## config.mk

```make
export PLATFORM = sky130hd
export DESIGN_NAME = gjmi_ctrl
export DESIGN_NICKNAME = d
export VERILOG_FILES = /design/src/sv/gjmi_pkg.sv /design/src/sv/gjmi_ctrl.sv
export VERILOG_INCLUDE_DIRS = /design/src /design/src/sv
export SDC_FILE = /design/constraint.sdc
export NUM_CORES = 1
export LEC_CHECK = 0
export ABC_AREA = 0
export BUFFER_PORTS_ARGS = -buffer_cell sky130_fd_sc_hd__clkbuf_2
export CORE_MARGIN = 5
export CORE_UTILIZATION = 40
export CTS_CLUSTER_SIZE = 40
export DETAILED_ROUTE_END_ITERATION = 12
export MAX_ROUTING_LAYER = met4
export SKIP_LAST_GASP = 1
export SLEW_MARGIN = 20
export SYNTH_ARGS = -nofsm -noshare
export SYNTH_HDL_FRONTEND = slang
export SYNTH_SLANG_ARGS = --single-unit
```

## constraint.sdc

```tcl
create_clock -name aclk -period 4 [get_ports aclk]
set_clock_uncertainty 0.1 [all_clocks]
set_input_delay 0.6 -clock aclk [delete_from_list [all_inputs] [get_ports aclk]]
set_output_delay 0.6 -clock aclk [all_outputs]
set_load 0.005 [all_outputs]
```

## src/sv/gauss_jordan_matrix_inverse_assert.svh

```systemverilog
// Assertion macros shared by the matrix inverse controller and datapath.
`ifndef GAUSS_JORDAN_MATRIX_INVERSE_ASSERT_SVH
`define GAUSS_JORDAN_MATRIX_INVERSE_ASSERT_SVH

// Consequent must hold in the same cycle as the antecedent.
`define GJMI_ASSERT_SAME(lbl, ante, cons, msg) \
    lbl: assert property (@(posedge aclk) disable iff (!aresetn) (ante) |-> (cons)) \
        else $error(msg);

// Consequent must hold in the cycle after the antecedent.
`define GJMI_ASSERT_NEXT(lbl, ante, cons, msg) \
    lbl: assert property (@(posedge aclk) disable iff (!aresetn) (ante) |=> (cons)) \
        else $error(msg);

`endif

```

## src/sv/gjmi_pkg.sv

```systemverilog
// Shared types and constants of the Gauss-Jordan matrix inverse.
`timescale 1ns / 1ps

package gjmi_pkg;

    // Row and column index width (columns of the augmented store reach 15)
    localparam int IDX_W  = 4;
    localparam int DATA_W = 32;

    // Result status codes
    localparam logic [1:0] STAT_OK         = 2'd0;
    localparam logic [1:0] STAT_ZERO_PIVOT = 2'd1;
    localparam logic [1:0] STAT_SAT        = 2'd2;

    typedef enum logic [4:0] {
        ST_LOAD,
        ST_IDENT,
        ST_PIV_RD,
        ST_PIV_CHK,
        ST_RAT_RD,
        ST_RAT_DIV,
        ST_RAT_WAIT,
        ST_ROW,
        ST_DRAIN,
        ST_FPIV_RD,
        ST_FPIV_CHK,
        ST_FIN_RD,
        ST_FIN_DIV,
        ST_FIN_WAIT,
        ST_OUT_RD,
        ST_OUT_CAP,
        ST_OUT_HOLD
    } state_t;

    // Controller to datapath commands
    typedef struct packed {
        logic             ld_wr;
        logic             id_wr;
        logic             id_one;
        logic             fin_wr;
        logic [IDX_W-1:0] wr_row;
        logic [IDX_W-1:0] wr_col;
        logic [IDX_W-1:0] rd_row_a;
        logic [IDX_W-1:0] rd_row_b;
        logic [IDX_W-1:0] rd_col;
        logic             row_issue;
        logic             piv_ld;
        logic             div_start;
        logic             rat_ld;
        logic             set_err;
        logic             clr_flags;
        logic             out_ld;
        logic             out_last;
    } cmd_t;

    // Datapath to controller status
    typedef struct packed {
        logic piv_zero;
        logic div_done;
        logic pipe_idle;
    } sts_t;

endpackage

```

## src/sv/gjmi_ctrl.sv

```systemverilog
// Controller: load, identity fill, elimination, final divide and output sequencing.
`timescale 1ns / 1ps

module gjmi_ctrl import gjmi_pkg::*; #(
    parameter int MAX_DIM = 8
) (
    input  logic             aclk,
    input  logic             aresetn,
    input  logic             cfg_we,
    input  logic [3:0]       cfg_wdata,
    input  logic             s_tvalid,
    output logic             s_tready,
    output logic             m_tvalid,
    input  logic             m_tready,
    output cmd_t             cmd,
    input  sts_t             sts
);

    state_t           state_reg, state_next;
    logic [3:0]       dim_reg;
    logic [IDX_W-1:0] i_reg, i_next;
    logic [IDX_W-1:0] j_reg, j_next;
    logic [IDX_W-1:0] k_reg, k_next;

    logic [IDX_W-1:0] n_eff;
    logic [IDX_W-1:0] nm1;
    logic [IDX_W-1:0] n2m1;
    logic [IDX_W-1:0] col_hi;
    logic [IDX_W-1:0] j_first;
    logic [IDX_W-1:0] j_after;
    logic             k_end;
    logic             i_end;

    // Effective size: zero acts as one, large values clamp
    always_comb begin
        if (dim_reg == 4'd0) begin
            n_eff = IDX_W'(1);
        end else if (dim_reg > IDX_W'(MAX_DIM)) begin
            n_eff = IDX_W'(MAX_DIM);
        end else begin
            n_eff = dim_reg;
        end
    end

    assign nm1     = n_eff - 1'b1;
    assign n2m1    = IDX_W'({n_eff, 1'b0} - 1'b1);
    assign col_hi  = n_eff + k_reg;
    assign k_end   = (k_reg == nm1);
    assign i_end   = (i_reg == nm1);
    assign j_first = (i_reg == '0) ? IDX_W'(1) : '0;
    assign j_after = ((j_reg + 1'b1) == i_reg) ? (j_reg + IDX_W'(2)) : (j_reg + 1'b1);

    always_ff @(posedge aclk) begin
        if (!aresetn) begin
            state_reg <= ST_LOAD;
            dim_reg   <= 4'd4;
            i_reg     <= '0;
            j_reg     <= '0;
            k_reg     <= '0;
        end else begin
            state_reg <= state_next;
            i_reg     <= i_next;
            j_reg     <= j_next;
            k_reg     <= k_next;
            if (cfg_we) begin
                dim_reg <= cfg_wdata;
            end
        end
    end

    always_comb begin
        state_next   = state_reg;
        i_next       = i_reg;
        j_next       = j_reg;
        k_next       = k_reg;
        cmd          = '0;
        cmd.rd_row_a = i_reg;
        cmd.rd_row_b = j_reg;
        cmd.rd_col   = k_reg;
        cmd.wr_row   = i_reg;
        cmd.wr_col   = k_reg;
        s_tready     = 1'b0;
        m_tvalid     = 1'b0;

        case (state_reg)
            // Row-major element load into the left half
            ST_LOAD: begin
                s_tready = !cfg_we;
                if (s_tvalid && !cfg_we) begin
                    cmd.ld_wr = 1'b1;
                    if (k_end) begin
                        k_next = '0;
                        if (i_end) begin
                            i_next     = '0;
                            state_next = ST_IDENT;
                        end else begin
                            i_next = i_reg + 1'b1;
                        end
                    end else begin
                        k_next = k_reg + 1'b1;
                    end
                end
            end
            // Identity into the right half
            ST_IDENT: begin
                cmd.id_wr  = 1'b1;
                cmd.id_one = (i_reg == k_reg);
                cmd.wr_col = col_hi;
                if (k_end) begin
                    k_next = '0;
                    if (i_end) begin
                        i_next     = '0;
                        state_next = ST_PIV_RD;
                    end else begin
                        i_next = i_reg + 1'b1;
                    end
                end else begin
                    k_next = k_reg + 1'b1;
                end
            end
            ST_PIV_RD: begin
                cmd.rd_col = i_reg;
                state_next = ST_PIV_CHK;
            end
            ST_PIV_CHK: begin
                cmd.piv_ld = 1'b1;
                if (sts.piv_zero) begin
                    cmd.set_err = 1'b1;
                    i_next      = '0;
                    k_next      = '0;
                    state_next  = ST_OUT_RD;
                end else if (j_first > nm1) begin
                    if (i_end) begin
                        i_next     = '0;
                        state_next = ST_FPIV_RD;
                    end else begin
                        i_next     = i_reg + 1'b1;
                        state_next = ST_PIV_RD;
                    end
                end else begin
                    j_next     = j_first;
                    state_next = ST_RAT_RD;
                end
            end
            ST_RAT_RD: begin
                cmd.rd_row_a = j_reg;
                cmd.rd_col   = i_reg;
                state_next   = ST_RAT_DIV;
            end
            ST_RAT_DIV: begin
                cmd.div_start = 1'b1;
                state_next    = ST_RAT_WAIT;
            end
            ST_RAT_WAIT: begin
                if (sts.div_done) begin
                    cmd.rat_ld = 1'b1;
                    k_next     = '0;
                    state_next = ST_ROW;
                end
            end
            // One column of row j per cycle into the update pipeline
            ST_ROW: begin
                cmd.row_issue = 1'b1;
                cmd.wr_row    = j_reg;
                if (k_reg == n2m1) begin
                    state_next = ST_DRAIN;
                end else begin
                    k_next = k_reg + 1'b1;
                end
            end
            ST_DRAIN: begin
                if (sts.pipe_idle) begin
                    if (j_after > nm1) begin
                        if (i_end) begin
                            i_next     = '0;
                            state_next = ST_FPIV_RD;
                        end else begin
                            i_next     = i_reg + 1'b1;
                            state_next = ST_PIV_RD;
                        end
                    end else begin
                        j_next     = j_after;
                        state_next = ST_RAT_RD;
                    end
                end
            end
            // Final divide of the right half by each pivot
            ST_FPIV_RD: begin
                cmd.rd_col = i_reg;
                state_next = ST_FPIV_CHK;
            end
            ST_FPIV_CHK: begin
                cmd.piv_ld = 1'b1;
                k_next     = '0;
                if (sts.piv_zero) begin
                    cmd.set_err = 1'b1;
                    i_next      = '0;
                    state_next  = ST_OUT_RD;
                end else begin
                    state_next = ST_FIN_RD;
                end
            end
            ST_FIN_RD: begin
                cmd.rd_col = col_hi;
                state_next = ST_FIN_DIV;
            end
            ST_FIN_DIV: begin
                cmd.div_start = 1'b1;
                state_next    = ST_FIN_WAIT;
            end
            ST_FIN_WAIT: begin
                cmd.wr_col = col_hi;
                if (sts.div_done) begin
                    cmd.fin_wr = 1'b1;
                    if (k_end) begin
                        k_next = '0;
                        if (i_end) begin
                            i_next     = '0;
                            state_next = ST_OUT_RD;
                        end else begin
                            i_next     = i_reg + 1'b1;
                            state_next = ST_FPIV_RD;
                        end
                    end else begin
                        k_next     = k_reg + 1'b1;
                        state_next = ST_FIN_RD;
                    end
                end
            end
            // Inverse out, row-major
            ST_OUT_RD: begin
                cmd.rd_col = col_hi;
                state_next = ST_OUT_CAP;
            end
            ST_OUT_CAP: begin
                cmd.out_ld   = 1'b1;
                cmd.out_last = i_end && k_end;
                state_next   = ST_OUT_HOLD;
            end
            ST_OUT_HOLD: begin
                m_tvalid = 1'b1;
                if (m_tready) begin
                    if (i_end && k_end) begin
                        cmd.clr_flags = 1'b1;
                        i_next        = '0;
                        k_next        = '0;
                        state_next    = ST_LOAD;
                    end else if (k_end) begin
                        k_next     = '0;
                        i_next     = i_reg + 1'b1;
                        state_next = ST_OUT_RD;
                    end else begin
                        k_next     = k_reg + 1'b1;
                        state_next = ST_OUT_RD;
                    end
                end
            end
            default: begin
                state_next = ST_LOAD;
            end
        endcase

        // A size write drops any partial matrix
        if (cfg_we) begin
            state_next    = ST_LOAD;
            i_next        = '0;
            j_next        = '0;
            k_next        = '0;
            cmd.clr_flags = 1'b1;
        end
    end

`include "gauss_jordan_matrix_inverse_assert.svh"

    `GJMI_ASSERT_SAME(a_no_in_during_out, m_tvalid, !s_tready, "input taken during output")
    `GJMI_ASSERT_NEXT(a_drain_hold, (state_reg == ST_DRAIN) && !sts.pipe_idle && !cfg_we, state_reg == ST_DRAIN, "left drain with pipeline busy")
    `GJMI_ASSERT_NEXT(a_out_valid, cmd.out_ld && !cfg_we, m_tvalid, "captured result not offered")

endmodule
```

==> run summary <==
post-route ant nets = 0
DR pass1 iterations = 5
PortBufs = 45
pwr dens = 166 mW/mm2
met2 wire length = 3330 um
Die W = 89.7 um
Die Area = 0.00805 mm2
worst slew pin tran = 0.835 ns
die height = 89.7 um
M1 WL = 3850 um
Placed Area = 0.00285 mm2
crit path DAT = 3.98 ns
grt total ovfl = 0
Root Driver = clkbuf_8
I/O pin total = 46
Hold Vio Cnt, Final = 0
Max Cap Viol = 0
Slew headroom = 44.2%
Max Freq = 258 MHz
Largest register FFs = 5
layout cells sized above 1 = 22.9%
worst-skew pair later-pin latency = 0.27 ns
CTS max path bufs = 2
Setup TNS = 0 ns
clock transition at the registers of the reported paths = 0.09 ns
Most used DFF post-synth = dfxtp_1
Period minus WS final = 3.88 ns
hold crit path type = reg2reg
row cnt = 29
worst vdd rail ir drop = 0.141 mV
WL met3 = 345 um
Synth-to-Final Area Change = 14.3%
via count = 2,600
unrepaired setup endpoints after global routing = no
Setup crit start kind = flip-flop
post-detailed-placement half-perimeter wirelength = 5840 um
largest fanout on the critical path = 5
most frequent cells in the layout = clkbuf_2 (45), nand2_1 (31), nor2_1 (30), dfxtp_1 (21)
largest area contributor in the netlist = dfxtp_1
Yosys Warn Count = 0
CTS H-tree lvls = 1
starting density of the core = 40.5%
crit end category = flip-flop
vias in the first global route = 2,472
CTS tree = done
Pleak = 1.38 nW
most common cell after layout, fill and taps aside = clkbuf_2
Slew Limit Fails = 0
hold_buf cts = 0
Worst EP required = 4.10 ns
number of CTS-inserted buffers = 3
Setup CP Type = reg2reg
Seq/Total Area, Yosys = 16.5%
GPL Wtd Cong = 0.908
total wire length = 7660 um
TritonCTS sink count = 21
dominant cells by area after synthesis = dfxtp_1 (17%), ha_1 (6.9%), mux2_2 (4.9%), nand2_1 (4.6%), xnor2_1 (4.5%)
routed len/inst = 16.6 um
Yosys cell types = 62
Post-synth EDFFs = 0
register bit total from synthesis = 21
initial drt markers = 165
final non-filler cell area = 0.00291 mm2
first-pass GRT wire length = 12,500 um
GR Util All Layers = 18.9%
largest net degree at the start of global routing = 23
initial antenna violation count = 0
top-area cell type share of the netlist area = 16.5%
# diodes = 0
Final setup viols = 0
mapped cell area = 0.00254 mm2
Via-to-Cell Ratio = 5.63
Synth Area per Inst = 7.35 um2
post-synthesis async set-or-reset flop share = 0%
top layer in use = met4
status = finished clean
fin nets = 413
Core ar. = 0.00628 mm2
syn_nets = 373
share of the cycle needed by the critical path after routing = 96.9%
drt drc = 0
Mapped Cells = 346
## layer usage
| metal | vias up | track usage (%) |
|---|---|---|
| met5 | - | - |
| met1 | 1210 | 26.5 |
| met2 | 70 | 28.2 |
| met3 | 10 | 2.92 |
| li1 | 1310 | - |
| met4 | 0 | 5.04 |
## report_power, final
part | switching, mW | leakage [nW] | internal [mW]
logic | 0.0634 | 1.19 | 0.0474
clock network | 0.0873 | 0.0255 | 0.0699
registers | 0.00392 | 0.170 | 0.212
total | 0.155 | 1.38 | 0.329
## logic make-up after synthesis
| group | Yosys count | synth area share (%) |
|---|---|---|
| compound gates | 82 | 21.4 |
| other cells | 1 | 0.147 |
| flops | 21 | 16.5 |
| mux | 19 | 8.02 |
| simple gates | 150 | 31.9 |
| fa+ha+maj | 15 | 7.67 |
| xor+xnor | 23 | 8.21 |
| buf+inv | 35 | 6.10 |
## worst paths after layout
kind | from | end | slack [ns] | cells past startpoint
setup / recovery | j_reg[0] | i_reg[3] | 0.12 | 13
hold / removal | dim_reg[2] | dim_reg[2] | 0.42 | 2
setup reg to reg | j_reg[0] | i_reg[3] | 0.12 | 13
hold reg to reg | dim_reg[2] | dim_reg[2] | 0.42 | 2
## synth_stat cells (all sizes together), types with 5 or more instances
library cell  count
nand2            31
nor2             30
o21ai            25
dfxtp            21
a21oi            19
nand2b           15
ha               14
xnor2            13
buf              12
nor2b            12
clkbuf           11
inv              11
mux2             11
nand3            10
xor2             10
and3              9
nor3              9
mux2i             8
and2              6
or3               6
a22o              5
or2               5
## layout make-up
class / instances / area (um2)
Inverter: 12 / 46.3
Sequential cell: 21 / 420
Timing Repair Buffer: 58 / 323
Multi-Input combinational cell: 290 / 1980
Clock buffer: 3 / 41.3
Clock inverter: 1 / 5.00
Fill cell: 626 / 3370
Tap cell: 77 / 96.3
## repair_timing
item / CTS / global route
setup buffers: 0 / 1
gates resized for setup: 0 / 1
endpoints found under the setup margin: 0 / 4
## through the flow
step / power (mW) / hold WS (ns) / utilization, % / cells / setup slack (ns)
2_1_floorplan: 0.297 / 0.365 / - / 346 / 0.103
3_3_place_gp: 0.328 / 0.391 / 45.3 / 457 / 0.280
6_report: 0.484 / 0.423 / 46.3 / 462 / 0.124
5_1_grt: 0.509 / 0.461 / 46.3 / 462 / 0.0254
3_5_place_dp: 0.329 / 0.399 / 45.3 / 457 / 0.163
4_1_cts: 0.488 / 0.428 / 46.1 / 461 / 0.128
## critical path, cell delays in order, from the launching register on
cell      delay (ns)
dfxtp_1         0.32
ha_1            0.22
xor2_2          0.16
xor2_1          0.16
nor4_2          0.34
buf_4           0.18
mux2_2          0.34
ha_1            0.29
and3_1          0.19
o221ai_1        0.22
o221ai_1        0.19
or4_4           0.48
or3b_4          0.43
o31ai_4         0.17
Note: power is estimated with default switching activity, not from simulation.
